### src/rtl/core/atp_pkg.sv
// Shared constants and types for the Q12 arctangent pipeline.
// No dependencies.
package atp_pkg;

	localparam int DefInputWidth = 20;
	localparam int FracBits      = 12;
	localparam int AngleWidth    = 15;
	localparam int RatioWidth    = 13;

	localparam logic signed [AngleWidth-1:0] AngPi     = 15'sd12868;
	localparam logic signed [AngleWidth-1:0] AngHalfPi = 15'sd6434;

	localparam logic signed [15:0] PolyC4 = 16'sd580;
	localparam logic signed [15:0] PolyC3 = -16'sd1406;
	localparam logic signed [15:0] PolyC2 = -16'sd66;
	localparam logic signed [15:0] PolyC1 = 16'sd4112;
	localparam logic signed [31:0] PolyC0 = -32'sd4096;

	// Octant / quadrant flags and special-case result travel together.
	typedef struct packed {
		logic                         special;
		logic signed [AngleWidth-1:0] special_angle;
		logic                         swap;
		logic                         x_neg;
		logic                         y_neg;
	} fold_t;

endpackage

### src/rtl/core/atp_div.sv
// Pipelined restoring divider: quotient = (mn << 12) / mx, one bit per stage.
// Depends on atp_pkg. Side data (fold_t) travels with each request.
module atp_div #(
	parameter int W = atp_pkg::DefInputWidth
) (
	input  logic                                 clk,
	input  logic                                 arst_n,
	input  logic                                 in_valid,
	input  logic [W-1:0]                         mn,
	input  logic [W-1:0]                         mx,
	input  atp_pkg::fold_t                       in_fold,
	output logic                                 out_valid,
	output logic [atp_pkg::RatioWidth-1:0]       quot,
	output atp_pkg::fold_t                       out_fold
);
	import atp_pkg::*;

	// Quotient is at most 4096, so 13 bits of quotient are produced.
	localparam int NSt = RatioWidth;

	logic [W:0]            rem_q  [NSt+1];
	logic [W-1:0]          mx_q   [NSt+1];
	logic [W-1:0]          num_q  [NSt+1];
	logic [NSt-1:0]        quo_q  [NSt+1];
	fold_t                 fold_q [NSt+1];
	logic [NSt:0]          vld_q;

	// Stage 0 capture. Dividend is mn*2^12; its top bits (mn >> 1) seed the remainder.
	always_ff @(posedge clk or negedge arst_n) begin
		if (!arst_n) begin
			vld_q[0] <= 1'b0;
		end else begin
			vld_q[0] <= in_valid;
		end
	end
	always_ff @(posedge clk) begin
		rem_q[0]  <= {2'b00, mn[W-1:1]};
		num_q[0]  <= mn;
		mx_q[0]   <= mx;
		quo_q[0]  <= '0;
		fold_q[0] <= in_fold;
	end

	// One quotient bit per stage; dividend bits: mn[0] then twelve zeros.
	for (genvar g = 0; g < NSt; g++) begin : g_st
		logic [W+1:0] trial;
		logic         nb;
		assign nb    = (g == 0) ? num_q[g][0] : 1'b0;
		assign trial = {rem_q[g], nb} - {2'b00, mx_q[g]};
		always_ff @(posedge clk or negedge arst_n) begin
			if (!arst_n) begin
				vld_q[g+1] <= 1'b0;
			end else begin
				vld_q[g+1] <= vld_q[g];
			end
		end
		always_ff @(posedge clk) begin
			if (!trial[W+1]) begin
				rem_q[g+1] <= trial[W:0];
			end else begin
				rem_q[g+1] <= {rem_q[g][W-1:0], nb};
			end
			quo_q[g+1]  <= {quo_q[g][NSt-2:0], ~trial[W+1]};
			num_q[g+1]  <= num_q[g];
			mx_q[g+1]   <= mx_q[g];
			fold_q[g+1] <= fold_q[g];
		end
	end

	assign out_valid = vld_q[NSt];
	assign quot      = quo_q[NSt];
	assign out_fold  = fold_q[NSt];

endmodule

### src/rtl/core/atp_poly.sv
// Polynomial evaluation and octant/quadrant fold, four register stages.
// Depends on atp_pkg.
module atp_poly (
	input  logic                                  clk,
	input  logic                                  arst_n,
	input  logic                                  in_valid,
	input  logic [atp_pkg::RatioWidth-1:0]        a,
	input  atp_pkg::fold_t                        in_fold,
	output logic                                  out_valid,
	output logic signed [atp_pkg::AngleWidth-1:0] angle
);
	import atp_pkg::*;

	logic        v_s1, v_s2, v_s3, v_s4;
	fold_t       f_s1, f_s2, f_s3, f_s4;
	logic [12:0] a_s1, a_s2, a_s3;
	logic [12:0] a2_s1, a2_s2, a2_s3;
	logic [12:0] a3_s2, a3_s3;
	logic [12:0] a4_s3;
	logic signed [AngleWidth-1:0] ang_s4;

	logic [25:0] p2, p3, p4;
	logic signed [31:0] sum;
	logic signed [19:0] r;
	logic signed [16:0] rf1, rf2, rf3;

	assign p2 = a * a;
	assign p3 = a2_s1 * a_s1;
	assign p4 = a3_s2 * a_s2;

	// Weighted sum and floor shift (>>> on signed is floor)
	always_comb begin
		sum = $signed({1'b0, a4_s3}) * PolyC4 + $signed({1'b0, a3_s3}) * PolyC3
			+ $signed({1'b0, a2_s3}) * PolyC2 + $signed({1'b0, a_s3}) * PolyC1 + PolyC0;
		r   = 20'(sum >>> FracBits);
		rf1 = f_s3.swap  ? 17'(AngHalfPi) - 17'(r) : 17'(r);
		rf2 = f_s3.x_neg ? 17'(AngPi) - rf1 : rf1;
		rf3 = f_s3.y_neg ? -rf2 : rf2;
	end

	always_ff @(posedge clk or negedge arst_n) begin
		if (!arst_n) begin
			v_s1 <= 1'b0;
			v_s2 <= 1'b0;
			v_s3 <= 1'b0;
			v_s4 <= 1'b0;
		end else begin
			v_s1 <= in_valid;
			v_s2 <= v_s1;
			v_s3 <= v_s2;
			v_s4 <= v_s3;
		end
	end

	// Powers of a, one product per stage
	always_ff @(posedge clk) begin
		a_s1   <= a;
		a2_s1  <= p2[24:12];
		f_s1   <= in_fold;
		a_s2   <= a_s1;
		a2_s2  <= a2_s1;
		a3_s2  <= p3[24:12];
		f_s2   <= f_s1;
		a_s3   <= a_s2;
		a2_s3  <= a2_s2;
		a3_s3  <= a3_s2;
		a4_s3  <= p4[24:12];
		f_s3   <= f_s2;
		f_s4   <= f_s3;
		ang_s4 <= f_s3.special ? f_s3.special_angle : AngleWidth'(rf3);
	end

	assign out_valid = v_s4;
	assign angle     = ang_s4;

	// Special cases never exceed half pi in magnitude (or pi)
	a_spec: assert property (@(posedge clk) disable iff (!arst_n)
		(v_s4 && f_s4.special) |-> (angle == 0 || angle == AngHalfPi
			|| angle == -AngHalfPi || angle == AngPi))
		else $error("bad special-case angle");
	a_range: assert property (@(posedge clk) disable iff (!arst_n)
		v_s4 |-> (angle <= AngPi + 1 && angle >= -(AngPi + 1)))
		else $error("angle out of range");
	a_vld: assert property (@(posedge clk) disable iff (!arst_n)
		in_valid |-> ##4 out_valid)
		else $error("valid lost in polynomial pipe");

endmodule

### src/rtl/core/atan2_poly_q12.sv
// atan2_poly_q12: a fully pipelined four-quadrant arctangent. A request is
// taken on every cycle with start high (busy is always low); its angle comes out
// on done after 1 input stage, 14 divider stages and 4 poly stages.
// The receiver cannot stall and results are never held. Angle is Q12 radians.
// Depends on atp_pkg, atp_div, atp_poly.
module atan2_poly_q12 #(
	parameter int INPUT_WIDTH = atp_pkg::DefInputWidth
) (
	input  logic                                  clk,
	input  logic                                  arst_n,
	input  logic                                  start,
	output logic                                  busy,
	input  logic signed [INPUT_WIDTH-1:0]         y_value,
	input  logic signed [INPUT_WIDTH-1:0]         x_value,
	output logic                                  done,
	output logic signed [atp_pkg::AngleWidth-1:0] angle
);
	import atp_pkg::*;

	localparam int W = INPUT_WIDTH;

	logic         v_s1;
	logic [W-1:0] mn_s1, mx_s1;
	fold_t        f_s1, f_in;
	logic [W-1:0] ay, ax;
	logic         dv;
	logic [RatioWidth-1:0] q;
	fold_t        df;

	assign busy = 1'b0;

	// Magnitudes, octant flags and special cases
	always_comb begin
		ay = y_value[W-1] ? W'(-y_value) : W'(y_value);
		ax = x_value[W-1] ? W'(-x_value) : W'(x_value);
		f_in.swap  = ay > ax;
		f_in.x_neg = x_value[W-1];
		f_in.y_neg = y_value[W-1];
		f_in.special = (x_value == '0) || (y_value == '0);
		if (x_value == '0) begin
			f_in.special_angle = (y_value == '0) ? '0 :
				(y_value[W-1] ? -AngHalfPi : AngHalfPi);
		end else begin
			f_in.special_angle = x_value[W-1] ? AngPi : '0;
		end
	end

	always_ff @(posedge clk or negedge arst_n) begin
		if (!arst_n) begin
			v_s1 <= 1'b0;
		end else begin
			v_s1 <= start;
		end
	end
	always_ff @(posedge clk) begin
		mn_s1 <= f_in.swap ? ax : ay;
		mx_s1 <= f_in.swap ? ay : ax;
		f_s1  <= f_in;
	end

	atp_div #(.W(W)) u_div (
		.clk(clk), .arst_n(arst_n), .in_valid(v_s1),
		.mn(mn_s1), .mx((mx_s1 == '0) ? W'(1) : mx_s1), .in_fold(f_s1),
		.out_valid(dv), .quot(q), .out_fold(df)
	);

	atp_poly u_poly (
		.clk(clk), .arst_n(arst_n), .in_valid(dv), .a(q), .in_fold(df),
		.out_valid(done), .angle(angle)
	);

	a_busy: assert property (@(posedge clk) disable iff (!arst_n) !busy)
		else $error("busy raised");
	a_lat: assert property (@(posedge clk) disable iff (!arst_n)
		v_s1 |-> ##14 dv)
		else $error("divider latency broken");
	a_done: assert property (@(posedge clk) disable iff (!arst_n)
		done |-> $past(dv, 4))
		else $error("done without request");

endmodule

### config.mk
export PLATFORM = sky130hd
export DESIGN_NAME = atan2_poly_q12
export DESIGN_NICKNAME = d
export VERILOG_FILES = /design/src/rtl/core/atp_pkg.sv /design/src/rtl/core/atp_div.sv /design/src/rtl/core/atp_poly.sv /design/src/rtl/core/atan2_poly_q12.sv
export SDC_FILE = /design/constraint.sdc
export NUM_CORES = 2
export LEC_CHECK = 0
export BUFFER_PORTS_ARGS = -buffer_cell sky130_fd_sc_hd__buf_2
export CAP_MARGIN = 20
export CORE_UTILIZATION = 45
export CTS_CLUSTER_SIZE = 16
export DETAILED_ROUTE_END_ITERATION = 16
export GPL_TIMING_DRIVEN = 0
export HOLD_SLACK_MARGIN = 0.05
export PLACE_DENSITY = 0.69
export REMOVE_ABC_BUFFERS = 1
export SETUP_SLACK_MARGIN = 0.02
export SYNTH_ARGS = -nofsm -noshare
export SYNTH_HDL_FRONTEND = slang
export SYNTH_HIERARCHICAL = 1
export SYNTH_SLANG_ARGS = --single-unit
### constraint.sdc
create_clock -name clk -period 12.55 [get_ports clk]
set_input_delay 2.51 -clock clk [delete_from_list [all_inputs] [get_ports clk]]
set_output_delay 2.51 -clock clk [all_outputs]
set_load 0.01 [all_outputs]
## After elaboration in Yosys (flattened, before gate mapping)

Memory sizes are Yosys's and may differ from the RTL's. A register that Yosys moved wholly into a read port is not among the register bits.
Index checks and enable logic that the tools add are counted.

- Add/sub/neg operators: 22
- Multiply operators: 7
- Order comparisons: 1
- Muxes and demuxes: 52
- Bitwise gates (word level): 26
- Reduce and logical (&&, ||, !) cells: 4

Operators with widths:

| kind | number |
|---|---|
| $sub A22 B20 Y22 | 13 |
| $mux W21 | 13 |
| $mux W15 | 7 |
| $mux W20 | 5 |
| $add A27 B27 Y27 | 3 |
| $mul A13 B13 Y25 | 3 |
| $logic_not A20 Y1 | 3 |
| $neg A20 Y20 | 2 |
| $add A27 B13 Y27 const B | 1 |
| $mux W1 | 26 |
| $mul A14 B11 Y25 const B | 1 |
| $mul A13 B9 Y22 const B | 1 |
| $mul A13 B8 Y21 const B | 1 |
| $mul A14 B7 Y21 const B | 1 |
| $gt A20 B20 Y1 | 1 |
| $neg A15 Y15 | 1 |
| $sub A14 B15 Y15 const A | 1 |
| $sub A15 B15 Y15 const A | 1 |
| $mux W14 | 1 |
| $not A1 Y1 | 13 |
| $or A1 B1 Y1 | 13 |
| $logic_or A1 B1 Y1 | 1 |

- Bits in registers: 248
- RAM bits: 1,302
- Input bits: 43
- Output and inout port bits: 17
- Logic and storage cells: 163
- Memories kept: 5

Memories:

| name | words | width | rd ports | clocked after memory_dff | wr ports | line | source |
|---|---|---|---|---|---|---|---|
| u_div.rem_q | 14 | 21 | 13 | 0 | 14 | atp_div.sv:21 | `logic [W:0] rem_q [NSt+1];` |
| u_div.mx_q | 14 | 20 | 13 | 0 | 14 | atp_div.sv:22 | `logic [W-1:0] mx_q [NSt+1];` |
| u_div.num_q | 14 | 20 | 13 | 0 | 14 | atp_div.sv:23 | `logic [W-1:0] num_q [NSt+1];` |
| u_div.fold_q | 14 | 19 | 14 | 1 | 14 | atp_div.sv:25 | `fold_t fold_q [NSt+1];` |
| u_div.quo_q | 14 | 13 | 14 | 0 | 14 | atp_div.sv:24 | `logic [NSt-1:0] quo_q [NSt+1];` |

## Logic depth before layout (Yosys ltp)

- Depth in word-level cells: 12
- Mapped depth: 42
- Gate-level depth less buffers: 42

## By module

The synthesis kept the hierarchy.

By module, submodules not included:

| module | times used | cells each | area each (µm²) | sequential area each (µm²) |
|---|---|---|---|---|
| atp_div | 1 | 3,074 | 33,679.8 | 18,147.4 |
| atp_poly | 1 | 2,921 | 27,596.5 | 3,883.7 |
| atan2_poly_q12 | 1 | 322 | 2,914.0 | 1,026.0 |

## Worst setup path after synthesis

Ideal clock, no wire load.

- Kind: flip-flop to flip-flop
- Start: register u_poly.a2_s3[4]
- End: register u_poly.ang_s4[14] (netlist: u_poly/angle[14])
- Setup time: 0.121 ns
- Arrival time: 9.365 ns
- Data required time: 12.429 ns
- Path slack: 3.065 ns
- Stages on the path, launching flop included: 41
- Buffers on the path: 0
- Period minus slack after synthesis: 9.485 ns
- Cell sequence: dfxtp_1 -> inv_1 -> fa_1 -> inv_1 -> fa_1 -> fa_1 -> inv_1 -> fa_1 -> inv_1 -> ha_1 -> a21boi_0 -> o21ai_0 -> a21boi_0 -> o21ai_0 -> a21boi_0 -> o21ai_0 -> a21boi_0 -> o21ai_0 -> (+5 left out) -> fa_1 -> inv_1 -> fa_1 -> ha_1 -> o2111ai_1 -> inv_1 -> a221o_1 -> a21oi_2 -> o21ai_0 -> o41ai_1 -> xor2_1 -> or2_2 -> nor3_1 -> xnor2_1 -> nor4b_1 -> xnor3_2 -> xnor3_1 -> mux2_2

- Cells in the longest elaborated chain, start to end: 11

RTL lines:

| what | line | source |
|---|---|---|
| start, declared | atp_poly.sv:17 | `logic [12:0] a2_s1, a2_s2, a2_s3;` |
| start signal, assigned | atp_poly.sv:65 | `a2_s3 <= a2_s2;` |
| $mul A14 B7 Y21 * | atp_poly.sv:34 | `+ $signed({1'b0, a2_s3}) * PolyC2 + $signed({1'b0, a_s3}) * PolyC1 + PolyC0;` |
| $add A27 B27 Y27 * (2 in a row) | atp_poly.sv:34 |  |
| $add A27 B13 Y27 * | atp_poly.sv:34 |  |
| $sub A14 B15 Y15 | atp_poly.sv:36 | `rf1 = f_s3.swap ? 17'(AngHalfPi) - 17'(r) : 17'(r);` |
| $mux W15 * | atp_poly.sv:36 |  |
| $sub A15 B15 Y15 | atp_poly.sv:37 | `rf2 = f_s3.x_neg ? 17'(AngPi) - rf1 : rf1;` |
| $mux W15 * | atp_poly.sv:37 |  |
| $neg A15 Y15 | atp_poly.sv:38 | `rf3 = f_s3.y_neg ? -rf2 : rf2;` |
| $mux W15 * | atp_poly.sv:38 |  |
| $mux W15 * | atp_poly.sv:70 | `ang_s4 <= f_s3.special ? f_s3.special_angle : AngleWidth'(rf3);` |
| end signal, assigned | atp_poly.sv:70 |  |
| end, declared | atp_poly.sv:20 | `logic signed [AngleWidth-1:0] ang_s4;` |

Every way passes the cells marked *; elsewhere a longest branch is shown, timed or not.

## Worst setup path in the final report

- Start: register u_poly.a2_s3[5]
- End: register u_poly.ang_s4[14] (netlist: u_poly/angle[14])

Same word-level chain as after synthesis.

==> impl_results.md <==
- Outcome: completed
- Clock buffer count from CTS: 108
- Final setup fails: 0
- Hold buffers post-CTS: 0
- DRT Wirelength: 122000 um
- Vias: 41520
- Ys Warns: 6
- WP data arrival: 11.19 ns
- Initial antenna violation count: 5
- FF-to-FF setup slack: about 2.0 ns
- Postcts setup bufs: 0
- Max Freq: ~95 MHz
- Global Route Usage Sum: between 10% and 20%
- Core area: roughly 140000 um2
- Hold Crit Class: flop to flop
- Buf/Inv on CP: 6
- Chip width: 380 um
- Met3 Use GR: under 10%
- CP Capture Type: flop
- Final setup TNS: 0 ns
- DP HPWL: roughly 95000 um
- Synth unique cells: between 100 and 150
- CP max-delay cell: fa_1
- # DRC: 0
- IO buf count: 58
- Rel. slew slack: a little under a quarter
- FF+latch count, synth: approximately 1100
- Fin crit period: around 11 ns
- # IOs: 60
- Post-synthesis cell area: between 60000 and 70000 um2
- Post-cts resize count: 0
- Crit path launch: u_poly/a2_s3[5]
- Vias in the first global route: 43358
- TritonCTS clock tree: built
- Share of layout cells above drive strength 1: 8.00%
- Crit Reg-Reg Startpoint: u_poly/a2_s3[5]
- Most used routing layer: met2
- Worst reg2reg path depth: 40
- Post-synth EDFFs: 0
- CP Capture Point: u_poly/angle[14]
- Starting Density: a little under half
- Clk_skew: between 0.05 and 0.06 ns
- Syn Area/Cell: 10.2 um2
- Synth top area share: roughly a third
- Largest stage delay on the critical path: ~0.53 ns
- Gp weighted congestion: between 0.8 and 0.9
- Final Max Tran Viols: 0
- CTS max path bufs: 3
- Period utilisation layout: a little over four fifths
- # nets final: 7521
- Met1 GRT Util: between 20% and 30%
- Crit path max-delay family: adder cells
- Post-DR wirelength/cell: roughly 15 um
- Dominant cells by area after synthesis: dfxtp_1 (35%), fa_1 (14%), ha_1 (14%)
- WP depth: 40
- Clk pin slew, worst setup/hold paths: around 0.06 ns
- Crit Path Category: flop to flop
- Max_cap viols: 0
- Number of DRC markers in iteration 0: 1833
- Fillers: about 13000
- First-pass GRT wire length: around 210000 um
- Htree depth: 3
- Root Driver: clkbuf_16
- Main synth FF type: dfxtp_1
- Met2 Usage GRT: a little under a third
- Critical Path RT: approximately 13 ns
- Die area: approximately 140000 um2
- Area leader, netlist: dfxtp_1
- Die height: between 300 and 400 um
- Via-to-Cell Ratio: 5.00
- Crit Path Max Fanout: 5
- Sequential element share of the synthesized area: between 30% and 40%
- Remaining global-route overflow: 0
- Unrepaired setup endpoints after global routing: no
- Area delta synth->final: 9.21%
- Post-route ant nets: 0
- Seq. cell area: 23100 um2
- Final Hold Fails: 0
- Reg2Reg Capture Point: u_poly/angle[14]
- Rows: roughly 140
- First-pass DRT Iterations: 5
- Worst-Margin Slew: about 1.1 ns
- Clock latency at the later pin of the worst-skew pair: between 0.7 and 0.8 ns
- Synth Instances: ~6300
- Largest net degree at the start of global routing: 29
- Area of the multi-input gates: approximately 37000 um2
- Clock tree sinks: 1147
- Critical path startpoint category: flop
- FFs w/ async S/R, synth: roughly 1.7%
## kinds of logic after synthesis
kind of cell | Yosys count | share of synthesized area (%)
other cells | 1 | 0.00584
mux | 238 | 4.06
compound gates | 964 | 10.1
flops | 1147 | 35.9
buf+inv | 1187 | 7.25
fa+ha+maj | 1156 | 27.8
xor+xnor | 391 | 5.43
simple gates | 1233 | 9.44
## stage by stage
stage | setup slack, ns | util, % | instance area (um2) | std cells | hold WS (ns)
5_1_grt | 1.25 | 49.5 | 70100 | 8302 | 0.311
3_3_place_gp | 2.04 | 46.6 | 66000 | 8089 | 0.310
6_report | 1.97 | 49.5 | 70100 | 8304 | 0.304
4_1_cts | 1.91 | 49.5 | 70100 | 8300 | 0.302
3_5_place_dp | 1.91 | 46.8 | 66200 | 8101 | 0.312
2_1_floorplan | 3.06 | - | 63300 | 6141 | 0.310
## cell type report
cell class | instances | area share, %
multi-input cells | 3984 | 52.1
clock buffers | 140 | 4.26
diodes | 3 | 0.0107
inverters | 1010 | 5.41
clock inverters | 59 | 1.25
repair buffers | 71 | 0.678
well taps | 1890 | 3.37
flip-flops and latches | 1147 | 32.9
## Yosys cell counts, types with 13 or more instances
cell type,count
ha_1,703
o211ai_1,18
inv_1,1010
clkbuf_1,115
nor2b_1,62
xor2_1,133
a21o_1,140
mux2i_1,70
o21bai_1,18
buf_4,23
nand4_1,30
nor3_1,56
a21boi_0,13
a211oi_1,19
nand3_1,69
or3_1,21
o21ai_0,189
nand2_1,418
a21oi_1,273
dfrtp_1,19
mux2_2,164
and2_1,198
xnor2_1,252
dfxtp_1,1128
and3_1,28
o21a_1,69
nor4_1,19
nor2_1,230
fa_1,453
a31oi_1,23
buf_2,22
nand2b_1,40
o31ai_1,30
## metal layers
metal | routed length, um | up-vias
li1 | - | 20643
met1 | 52500 | 19837
met2 | 60700 | 797
met3 | 4750 | 243
met4 | 3760 | 0
met5 | 0 | -
## worst min-delay path by stage
| stage | depth (start not counted) | start | slack (ns) | endpoint |
|---|---|---|---|---|
| detailed placement | 0 | f_s1[17] | 0.31 | u_div/fold_q[0][17] |
| finish | 0 | u_div/quo_q[8][3] | 0.30 | u_div/quo_q[9][4] |
| floorplan | 0 | f_s1[0] | 0.31 | u_div/fold_q[0][0] |
| CTS | 0 | u_div/quo_q[8][3] | 0.30 | u_div/quo_q[9][4] |
| global route | 0 | u_div/quo_q[9][8] | 0.31 | u_div/quo_q[10][9] |
| global placement | 0 | u_div/fold_q[0][24] | 0.31 | u_div/fold_q[1][5] |
## sequential cells by signal (all words and copies together) (netlist names), 15 cells and up
signal / cells
u_div/mx_q: 260
u_div/num_q: 20
u_poly/f_s1: 19
mn_s1: 20
mx_s1: 20
u_poly/f_s2: 19
u_poly/angle: 15
u_div/quo_q: 91
u_div/fold_q: 266
u_poly/f_s3: 19
u_div/rem_q: 252
## cell usage in the layout (no fill, tap or decap), types with 70 or more instances in the layout
master	synthesis	layout
a21o_1	140	140
a21oi_1	273	273
and2_1	198	198
clkbuf_16	0	108
dfxtp_1	1128	1128
fa_1	453	453
ha_1	703	703
inv_1	1010	1010
mux2_2	164	164
mux2i_1	70	70
nand2_1	418	418
nor2_1	230	229
o21ai_0	189	189
xnor2_1	252	247
xor2_1	133	131
Power is left out: the tool's default activity adds up to more than one toggle a clock period on the data nets, which glitch-free logic cannot reach.
